[src/hw/rtl/bmpu_pkg.sv]
// shared types and constants for the bmp pixel stream unpacker
package bmpu_pkg;

  localparam int unsigned SCREEN_ROWS    = 480;
  localparam int unsigned SCREEN_COLUMNS = 800;

  localparam int unsigned CFG_IDX_W  = 3;
  localparam int unsigned CFG_DATA_W = 11;
  localparam int unsigned DIM_W      = 11;
  localparam int unsigned ORG_W      = 10;
  localparam int unsigned COORD_W    = 12;

  localparam logic [CFG_IDX_W-1:0] REG_ALPHA_PRESENT  = 3'd0;
  localparam logic [CFG_IDX_W-1:0] REG_IMAGE_WIDTH    = 3'd1;
  localparam logic [CFG_IDX_W-1:0] REG_IMAGE_HEIGHT   = 3'd2;
  localparam logic [CFG_IDX_W-1:0] REG_TOP_DOWN       = 3'd3;
  localparam logic [CFG_IDX_W-1:0] REG_MIRROR_COLUMNS = 3'd4;
  localparam logic [CFG_IDX_W-1:0] REG_ORIGIN_ROW     = 3'd5;
  localparam logic [CFG_IDX_W-1:0] REG_ORIGIN_COLUMN  = 3'd6;

  localparam logic [DIM_W-1:0] WIDTH_RESET  = 11'd800;
  localparam logic [DIM_W-1:0] HEIGHT_RESET = 11'd480;

  // byte position inside a pixel
  localparam logic [1:0] BYTE_BLUE  = 2'd0;
  localparam logic [1:0] BYTE_GREEN = 2'd1;
  localparam logic [1:0] BYTE_RED   = 2'd2;
  localparam logic [1:0] BYTE_ALPHA = 2'd3;

  localparam logic [COORD_W-1:0] SCREEN_ROWS_C    = COORD_W'(SCREEN_ROWS);
  localparam logic [COORD_W-1:0] SCREEN_COLUMNS_C = COORD_W'(SCREEN_COLUMNS);

  typedef struct packed {
    logic             alpha_present;
    logic [DIM_W-1:0] image_width;
    logic [DIM_W-1:0] image_height;
    logic             top_down;
    logic             mirror_columns;
    logic [ORG_W-1:0] origin_row;
    logic [ORG_W-1:0] origin_column;
  } cfg_t;

endpackage

[src/hw/rtl/bmp_pixel_stream_unpacker.sv]
// top level of the bmp pixel stream unpacker
// Takes the BMP pixel array one byte per transfer (row padding included) and
// emits one result transfer per completed pixel: a 32-bit ARGB color plus an
// unclipped 12-bit two's complement screen row and column, with last_pixel set
// on the final pixel of the image, after which the counters restart. Bytes are
// blue, green, red and, when alpha_present is set, alpha; alpha reads zero in
// 24-bit mode. Padding to a 4-byte row boundary is skipped without output.
// Every byte is handled in the cycle it is accepted: counters and the color
// merge update at the input transfer and the result lands in the output
// register, so one byte is taken per clock as long as the output side keeps
// up. The input stalls only while the output register holds a result that
// the receiver is stalling. Configuration is written through
// cfg_we/cfg_index/cfg_wdata while the block is idle (the user's duty; the
// block does not enforce it); indexes beyond the register list are ignored.
module bmp_pixel_stream_unpacker (
  input  logic                                 clk,
  input  logic                                 rst_n,
  // configuration
  input  logic                                 cfg_we,
  input  logic [bmpu_pkg::CFG_IDX_W-1:0]       cfg_index,
  input  logic [bmpu_pkg::CFG_DATA_W-1:0]      cfg_wdata,
  // byte input
  input  logic                                 in_valid,
  output logic                                 in_stall,
  input  logic [7:0]                           in_data_byte,
  // pixel output
  output logic                                 out_valid,
  input  logic                                 out_stall,
  output logic signed [bmpu_pkg::COORD_W-1:0]  out_screen_row,
  output logic signed [bmpu_pkg::COORD_W-1:0]  out_screen_column,
  output logic [31:0]                          out_pixel_color,
  output logic                                 out_last_pixel
);

  // configuration registers
  bmpu_pkg::cfg_t cfg_r;

  always_ff @(posedge clk) begin
    if (!rst_n) begin
      cfg_r.alpha_present  <= 1'b0;
      cfg_r.image_width    <= bmpu_pkg::WIDTH_RESET;
      cfg_r.image_height   <= bmpu_pkg::HEIGHT_RESET;
      cfg_r.top_down       <= 1'b0;
      cfg_r.mirror_columns <= 1'b0;
      cfg_r.origin_row     <= '0;
      cfg_r.origin_column  <= '0;
    end else if (cfg_we) begin
      unique case (cfg_index)
        bmpu_pkg::REG_ALPHA_PRESENT:  cfg_r.alpha_present  <= cfg_wdata[0];
        bmpu_pkg::REG_IMAGE_WIDTH:    cfg_r.image_width    <= cfg_wdata;
        bmpu_pkg::REG_IMAGE_HEIGHT:   cfg_r.image_height   <= cfg_wdata;
        bmpu_pkg::REG_TOP_DOWN:       cfg_r.top_down       <= cfg_wdata[0];
        bmpu_pkg::REG_MIRROR_COLUMNS: cfg_r.mirror_columns <= cfg_wdata[0];
        bmpu_pkg::REG_ORIGIN_ROW:     cfg_r.origin_row     <= cfg_wdata[bmpu_pkg::ORG_W-1:0];
        bmpu_pkg::REG_ORIGIN_COLUMN:  cfg_r.origin_column  <= cfg_wdata[bmpu_pkg::ORG_W-1:0];
        default: ; // unused index, write dropped
      endcase
    end
  end

  // unpacking state
  logic [1:0]                 byte_in_pixel_r, byte_in_pixel_nxt;
  logic [23:0]                partial_color_r, partial_color_nxt;
  logic [bmpu_pkg::DIM_W-1:0] column_count_r, column_count_nxt;
  logic [bmpu_pkg::DIM_W-1:0] row_count_r, row_count_nxt;
  logic [1:0]                 pad_remaining_r, pad_remaining_nxt;

  // output register
  logic                         out_valid_r, out_valid_nxt;
  logic [bmpu_pkg::COORD_W-1:0] row_r, row_nxt;
  logic [bmpu_pkg::COORD_W-1:0] col_r, col_nxt;
  logic [31:0]                  color_r, color_nxt;
  logic                         last_r, last_nxt;

  logic in_xfer;
  logic out_xfer;
  logic emit;
  logic row_end;
  logic img_end;
  logic [31:0] emit_color;
  logic [bmpu_pkg::COORD_W-1:0] col_ext, rowc_ext, org_r_ext, org_c_ext;

  // stall only while a finished pixel is being held by the receiver
  assign in_stall = out_valid_r && out_stall;
  assign in_xfer  = in_valid && !in_stall;
  assign out_xfer = out_valid_r && !out_stall;

  assign col_ext   = {1'b0, column_count_r};
  assign rowc_ext  = {1'b0, row_count_r};
  assign org_r_ext = {2'b00, cfg_r.origin_row};
  assign org_c_ext = {2'b00, cfg_r.origin_column};

  // a zero width or height behaves like one
  assign row_end = (col_ext + 12'd1) >= {1'b0, cfg_r.image_width};
  assign img_end = row_end && ((rowc_ext + 12'd1) >= {1'b0, cfg_r.image_height});

  // fourth byte is alpha whenever it is pending, even if the mode changed since
  assign emit_color = (byte_in_pixel_r == bmpu_pkg::BYTE_ALPHA)
                    ? {in_data_byte, partial_color_r}
                    : {8'h00, in_data_byte, partial_color_r[15:0]};

  always_comb begin
    byte_in_pixel_nxt = byte_in_pixel_r;
    partial_color_nxt = partial_color_r;
    column_count_nxt  = column_count_r;
    row_count_nxt     = row_count_r;
    pad_remaining_nxt = pad_remaining_r;
    emit              = 1'b0;

    if (in_xfer) begin
      if (pad_remaining_r != 2'd0) begin
        pad_remaining_nxt = pad_remaining_r - 2'd1;
      end else begin
        unique case (byte_in_pixel_r)
          bmpu_pkg::BYTE_BLUE: begin
            partial_color_nxt = {16'h0000, in_data_byte};
            byte_in_pixel_nxt = bmpu_pkg::BYTE_GREEN;
          end
          bmpu_pkg::BYTE_GREEN: begin
            partial_color_nxt = {8'h00, in_data_byte, partial_color_r[7:0]};
            byte_in_pixel_nxt = bmpu_pkg::BYTE_RED;
          end
          bmpu_pkg::BYTE_RED: begin
            if (cfg_r.alpha_present) begin
              partial_color_nxt = {in_data_byte, partial_color_r[15:0]};
              byte_in_pixel_nxt = bmpu_pkg::BYTE_ALPHA;
            end else begin
              emit = 1'b1;
            end
          end
          bmpu_pkg::BYTE_ALPHA: emit = 1'b1;
          default: ;
        endcase
      end
    end

    if (emit) begin
      byte_in_pixel_nxt = bmpu_pkg::BYTE_BLUE;
      partial_color_nxt = '0;
      if (row_end) begin
        column_count_nxt  = '0;
        // pad to 4 bytes: -(3*w) mod 4 equals w mod 4
        pad_remaining_nxt = cfg_r.alpha_present ? 2'd0 : cfg_r.image_width[1:0];
        row_count_nxt     = img_end ? '0 : row_count_r + 11'd1;
      end else begin
        column_count_nxt  = column_count_r + 11'd1;
      end
    end
  end

  // screen coordinates, modulo 4096
  always_comb begin
    if (cfg_r.top_down) begin
      row_nxt = rowc_ext + org_r_ext;
    end else begin
      row_nxt = bmpu_pkg::SCREEN_ROWS_C - rowc_ext - 12'd1 - org_r_ext;
    end
    if (cfg_r.mirror_columns) begin
      col_nxt = bmpu_pkg::SCREEN_COLUMNS_C - col_ext - 12'd1 - org_c_ext;
    end else begin
      col_nxt = col_ext + org_c_ext;
    end
    color_nxt     = emit_color;
    last_nxt      = img_end;
    out_valid_nxt = emit ? 1'b1 : (out_xfer ? 1'b0 : out_valid_r);
  end

  always_ff @(posedge clk) begin
    if (!rst_n) begin
      byte_in_pixel_r <= bmpu_pkg::BYTE_BLUE;
      partial_color_r <= '0;
      column_count_r  <= '0;
      row_count_r     <= '0;
      pad_remaining_r <= '0;
      out_valid_r     <= 1'b0;
    end else begin
      byte_in_pixel_r <= byte_in_pixel_nxt;
      partial_color_r <= partial_color_nxt;
      column_count_r  <= column_count_nxt;
      row_count_r     <= row_count_nxt;
      pad_remaining_r <= pad_remaining_nxt;
      out_valid_r     <= out_valid_nxt;
    end
  end

  // result payload, loaded only when a pixel completes
  always_ff @(posedge clk) begin
    if (emit) begin
      row_r   <= row_nxt;
      col_r   <= col_nxt;
      color_r <= color_nxt;
      last_r  <= last_nxt;
    end
  end

  assign out_valid         = out_valid_r;
  assign out_screen_row    = row_r;
  assign out_screen_column = col_r;
  assign out_pixel_color   = color_r;
  assign out_last_pixel    = last_r;

endmodule

[config.mk]
export PLATFORM = sky130hd
export DESIGN_NAME = bmp_pixel_stream_unpacker
export DESIGN_NICKNAME = d
export VERILOG_FILES = /design/src/hw/rtl/bmpu_pkg.sv /design/src/hw/rtl/bmp_pixel_stream_unpacker.sv
export SDC_FILE = /design/constraint.sdc
export NUM_CORES = 1
export LEC_CHECK = 0
export ABC_AREA = 1
export BUFFER_PORTS_ARGS = -buffer_cell sky130_fd_sc_hd__clkbuf_2
export CAP_MARGIN = 20
export CORE_MARGIN = 1.5
export CORE_UTILIZATION = 40
export CTS_CLUSTER_DIAMETER = 60
export CTS_CLUSTER_SIZE = 25
export DETAILED_ROUTE_END_ITERATION = 12
export PLACE_DENSITY = 0.54
export SETUP_SLACK_MARGIN = 0.05
export SLEW_MARGIN = 20
export SYNTH_ARGS = -nofsm -noshare
export SYNTH_HDL_FRONTEND = slang
export SYNTH_SLANG_ARGS = --single-unit
[constraint.sdc]
create_clock -name clk -period 6.14 [get_ports clk]
set_input_delay 0.307 -clock clk [delete_from_list [all_inputs] [get_ports clk]]
set_output_delay 0.307 -clock clk [all_outputs]
set_load 0.02 [all_outputs]
---- Yosys cells after proc, flatten, opt, wreduce, memory -nomap -nowiden ----
Cells that the tools add are included.
word-level totals
  register bits after elaboration ......... 153
  word-level logic and storage cells ...... 93
  output and inout port bits .............. 59
cells by class
  bitwise operators ....................... 4
  $lt $le $gt $ge ......................... 2
  add/subtract/negate cells ............... 13
  reduce and logical (&&, ||, !) cells .... 24
  mux-type cells .......................... 20
  equality and inequality tests ........... 10
operator list
  cell                                                 number
  one-hot mux 24 bit (3 select lines)                  1
  2-to-1 mux 24 bit                                    2
  adder 11 x 1 -> 12 bit (second input constant)       2
  adder 11 x 10 -> 12 bit                              2
  greater-or-equal comparator 12 x 11 -> 1 bit         2
  2-to-1 mux 12 bit                                    2
  subtractor 12 x 1 -> 12 bit (second input constant)  2
  subtractor 12 x 10 -> 12 bit                         2
  adder 11 x 1 -> 11 bit (second input constant)       2
  2-to-1 mux 11 bit                                    2
  AND reduction 2 bit                                  8
  2-to-1 mux 2 bit                                     6
  subtractor 10 x 11 -> 12 bit (first input constant)  1
  subtractor 9 x 11 -> 12 bit (first input constant)   1
  == test 3 bit (second input constant)                3
  AND reduction 4 bit                                  2
  == test 3 x 2 -> 1 bit (second input constant)       2
  one-hot mux 2 bit (3 select lines)                   1
  nonzero test 2 bit                                   3
  2-to-1 mux 1 bit                                     5
  AND reduction 5 bit                                  1
  == test 2 bit (second input constant)                2
  logical AND 1 bit                                    4
  inverter 1 bit                                       4
  other kinds (10)                                     11

---- Depth between registers and ports, before layout ----
  word-level depth ........................ 6
  gate-level depth with buffers ........... 18

---- Worst setup path after synthesis ----
No wires, ideal clock.
  path type ............................... register -> register
  start ................................... reg column_count_r[0] in the netlist's numbering
  end ..................................... reg last_r, in the netlist out_last_pixel, data pin
  stages on the path, launching flop included .. 16
  slack ................................... 3.701 ns
  data arrival time ....................... 2.183 ns
  required time ........................... 5.885 ns
  library setup time ...................... 0.255 ns
  period minus slack after synthesis ...... 2.439 ns
  cells stage by stage .................... dfxtp_1 -> ha_1 -> nand2_1 -> inv_1 -> nand3_1 -> nor2_1 -> nand4_1 -> xor2_1 -> ha_1 -> a21oi_1 -> nand2_1 -> nor2_1 -> nand3_4 -> buf_4 -> o21ai_0 -> inv_1
between the ends
  longest elaborated chain between the ends .. 3
RTL lines
  what                                          RTL line                          source
  from (decl)                                   bmp_pixel_stream_unpacker.sv:64   logic [bmpu_pkg::DIM_W-1:0] column_count_r, column_count_nxt;
  from (signal assigned)                        bmp_pixel_stream_unpacker.sv:179  column_count_r <= column_count_nxt;
  adder 11 x 1 -> 12 bit                        bmp_pixel_stream_unpacker.sv:94   assign row_end = (col_ext + 12'd1) >= {1'b0, cfg_r.image_width};
  greater-or-equal comparator 12 x 11 -> 1 bit  bmp_pixel_stream_unpacker.sv:94
  logical AND 1 bit                             bmp_pixel_stream_unpacker.sv:95   assign img_end = row_end && ((rowc_ext + 12'd1) >= {1'b0, cfg_r.image_height});
  net img_end                                   bmp_pixel_stream_unpacker.sv:79   logic img_end;
  to (signal assigned)                          bmp_pixel_stream_unpacker.sv:192  last_r <= last_nxt;
  to (decl)                                     bmp_pixel_stream_unpacker.sv:73   logic last_r, last_nxt;
The timed path passes the listed nets, and every way through them passes these cells.
A chain may end at the register's enable or synchronous reset.

---- Final worst setup path ----
  start ................................... reg column_count_r[0] in the netlist's numbering
  end ..................................... reg column_count_r[8] in the netlist's numbering
between the ends
  longest elaborated chain between the ends .. 3
  elaborated cells between the ends (all ways) .. 4
  classes of those cells .................. add/sub (2); order compare (1); mux (1)
RTL lines
  what                                          RTL line                          source
  adder 11 x 1 -> 12 bit                        bmp_pixel_stream_unpacker.sv:94
  greater-or-equal comparator 12 x 11 -> 1 bit  bmp_pixel_stream_unpacker.sv:94
  2-to-1 mux 11 bit (*)                         bmp_pixel_stream_unpacker.sv:140  if (row_end) begin
Every way passes the cells marked *; elsewhere a longest branch is shown, timed or not.

==> out/metrics.yaml <==
run_status:
  status: "finished clean"
setup_path:
  critical_path.cell_chain: "ha_1 -> nand2_1 -> inv_1 -> nand3_1 -> nor2_1 -> nand4_1 -> xor2_1 -> ha_1 -> a21oi_1 -> nand2_1 -> nor2_1 -> nand3_4 -> nor2_2 -> nand3_1 -> o21ai_1"
  cp.required_ns: 6.49
  startpoint: "column_count_r[0]"
  r2r-end: "column_count_r[8]"
  crit_fanout: 14
  reg2regPathDepth: 15
  critPathKind: "reg2reg"
  worst_setup_path_end_kind: "register"
  setup.worst_path.start_class: "register"
  r2r_slack_ns: 3.17
  arrival_ns: 3.33
  cp-endpoint: "column_count_r[8]"
  slowest_stage: "nor2_2"
  cp_slowest_stage_delay_ns: 0.45
  r2r_start: "column_count_r[0]"
clock_tree:
  post_cts_buffers: 0
  clock_path_buffers: 2
  clock_latency_ns: 0.43
  clk_pin_slew_ns: 0.07
  cts_root_buf: "clkbuf_16"
  clock_sinks: 153
  cts_tree: "built"
  cts_resized: 0
  cts_made_buffers: 17
  cts_max_level: 4
  holdBufCountCts: 0
detailed_routing:
  vias_per_cell: 4.99
  detail_route.wl_per_cell_um: 14.8
  drtPass1Iterations: 5
  drt_iter0_drc: 379
  wl_mm: 21.5
  drc: 0
  ant_nets: 0
  vias: 7244
cells_and_area:
  drive_gt1_frac: 0.132
  final_net_count: 1277
  utilization: 0.463
  syn2layout_area_growth_pct: 14.1
  fin_area_mm2: 0.0101
  fin_cells: 1451
  antenna_cells: 0
global_routing:
  overflow: 0
  antenna_found_initial: 0
  grt_pass1_vias: 6853
  grt_pass1_wl_mm: 35.1
  grt_max_degree: 59
  grtUsageTotal: 0.197
power:
  leakage_nw: 4.35
  total_power_w: 0.00245
  vdd_drop_max_uv: 160
  power_density_mw_per_mm2: 243
synthesis:
  synthArstFlopShare: 0
  syn_avg_cell_area_um2: 8.19
  ys.flop_type: "dfxtp_1"
  synth_edf_count: 57
  synth_nets: 1198
  synth-seq-cells: 153
  postSynthCellCount: 1079
  synth_cell_types: 41
  synthesis.area_mm2: 0.00884
  yosysSeqAreaShare: 0.411
  yosys_warnings: 0
die:
  die_w_um: 152
  num_io_pins: 86
  start_util: 0.406
  fp.coreArea_mm2: 0.0218
  die_area_mm2: 0.0230
  die_y_um: 152
  placementRows: 54
timing:
  clock_skew_ns: 0.00847
  max-slew-margin-rel: 0.519
  drv_slew: 0
  rsz0062_at_grt: "false"
  fin_crit_ns: 2.97
  fin_crit_sh: 0.484
  report.final.hold_viol_count: 0
  fmax_mhz: 336
  tns_ns: 0
  worst_pin_slew_ns: 0.721
  setup_viol: 0
placement:
  place_congestion: 0.818
  io_buffers: 85
  dpl_cell_area_mm2: 0.00950
  dp_hpwl_mm: 16.1
  dp.cells: 1419
worst_hold_path:
  worstHoldPathType: "in2reg"
  holdPathStages: 3
run:
  maxCapViolations: 0
-- worst min path at each step --
stage | from | endpoint | slack (ns)
floorplan | partial_color_r[0] | out_pixel_color[0] | 0.41
global placement | partial_color_r[5] | out_pixel_color[5] | 0.41
detailed placement | partial_color_r[12] | out_pixel_color[12] | 0.42
CTS | cfg_wdata[10] | cfg_r[43] | 0.18
global route | cfg_wdata[10] | cfg_r[43] | 0.21
finish | cfg_wdata[10] | cfg_r[43] | 0.19
-- synth_stat cells (4+ instances only) --
library cell,count,area [µm²]
a211oi_1,5,37.5
nor2_4,6,67.6
nand2_1,188,706
nand2_2,4,25.0
xnor2_1,8,70.1
nand3_1,64,320
buf_2,7,35.0
o21ai_1,8,40.0
dfxtp_1,96,1920
nand4_1,20,125
a21oi_1,119,596
buf_4,5,37.5
ha_1,85,1060
edfxtp_1,57,1710
inv_2,4,15.0
nand3_2,6,60.1
fa_1,7,140
inv_1,139,522
nor2_2,4,25.0
xor2_1,19,166
nor2_1,83,312
clkbuf_1,13,48.8
mux2_2,8,90.1
o211ai_1,8,60.1
o21ai_0,85,425
nor3_1,9,45.0
-- stage by stage --
step,hold slack [ns],setup WS [ns]
detailed placement,0.420,3.19
CTS,0.177,3.18
global placement,0.413,3.25
finish,0.192,3.17
floorplan,0.409,3.70
global route,0.215,2.79
-- logic make-up after synthesis --
family,count (synthesis),synth area share
flops,153,0.411
mux,8,0.0102
xor+xnor,27,0.0268
buf+inv,172,0.0770
fa+ha+maj,92,0.136
compound gates,236,0.140
simple gates,391,0.199
-- sequential cells by signal, summed over array words and instances, names as in the netlist --
name,cells
out_screen_column,12
out_screen_row,12
pad_remaining_r,2
out_last_pixel,1
row_count_r,11
cfg_r,45
column_count_r,11
out_valid,1
byte_in_pixel_r,2
partial_color_r,24
out_pixel_color,32
-- layout make-up --
type	instances	area (µm²)
multi-input combinational	754	4520
tap	280	350
inverter	144	541
sequential	153	3630
clock inverter	15	159
clock buffer	17	425
fill	2220	11700
timing repair buffer	88	448
-- metal layers --
metal / wire [µm] / share of wire / vias up / track usage
met4: 266 / 0.012 / 0 / 0.0500
li1: - / - / 3781 / -
met2: 10600 / 0.49 / 97 / 0.344
met1: 10100 / 0.47 / 3341 / 0.252
met3: 536 / 0.025 / 25 / 0.0305
met5: 0 / 0 / - / 0
-- worst max-delay path: cells and delay by family, from the launching register on --
| family | cells | cell delay, ns |
|---|---|---|
| AND/OR/NAND/NOR | 9 | 1.45 |
| adder cells (fa/ha/maj) | 2 | 0.49 |
| flip-flops | 1 | 0.40 |
| AO/OA/AOI/OAI | 2 | 0.26 |
| XOR/XNOR | 1 | 0.21 |
| buffers and inverters | 1 | 0.08 |
-- cells in the final DEF, fill, tap and decap left out, drive strengths merged, types with 19 or more instances in the layout --
cell,count
a21oi,119
clkbuf,102
dfxtp,96
edfxtp,57
ha,85
inv,150
nand2,192
nand3,71
nand4,21
nor2,93
o21ai,93
xor2,19
-- where the power goes --
part | switching, W | internal [W]
clock network | 0.000495 | 0.000542
registers | 0.0000197 | 0.00110
logic | 0.000202 | 0.0000878
total | 0.000717 | 0.00173
Power figures use the tool's default switching activity.
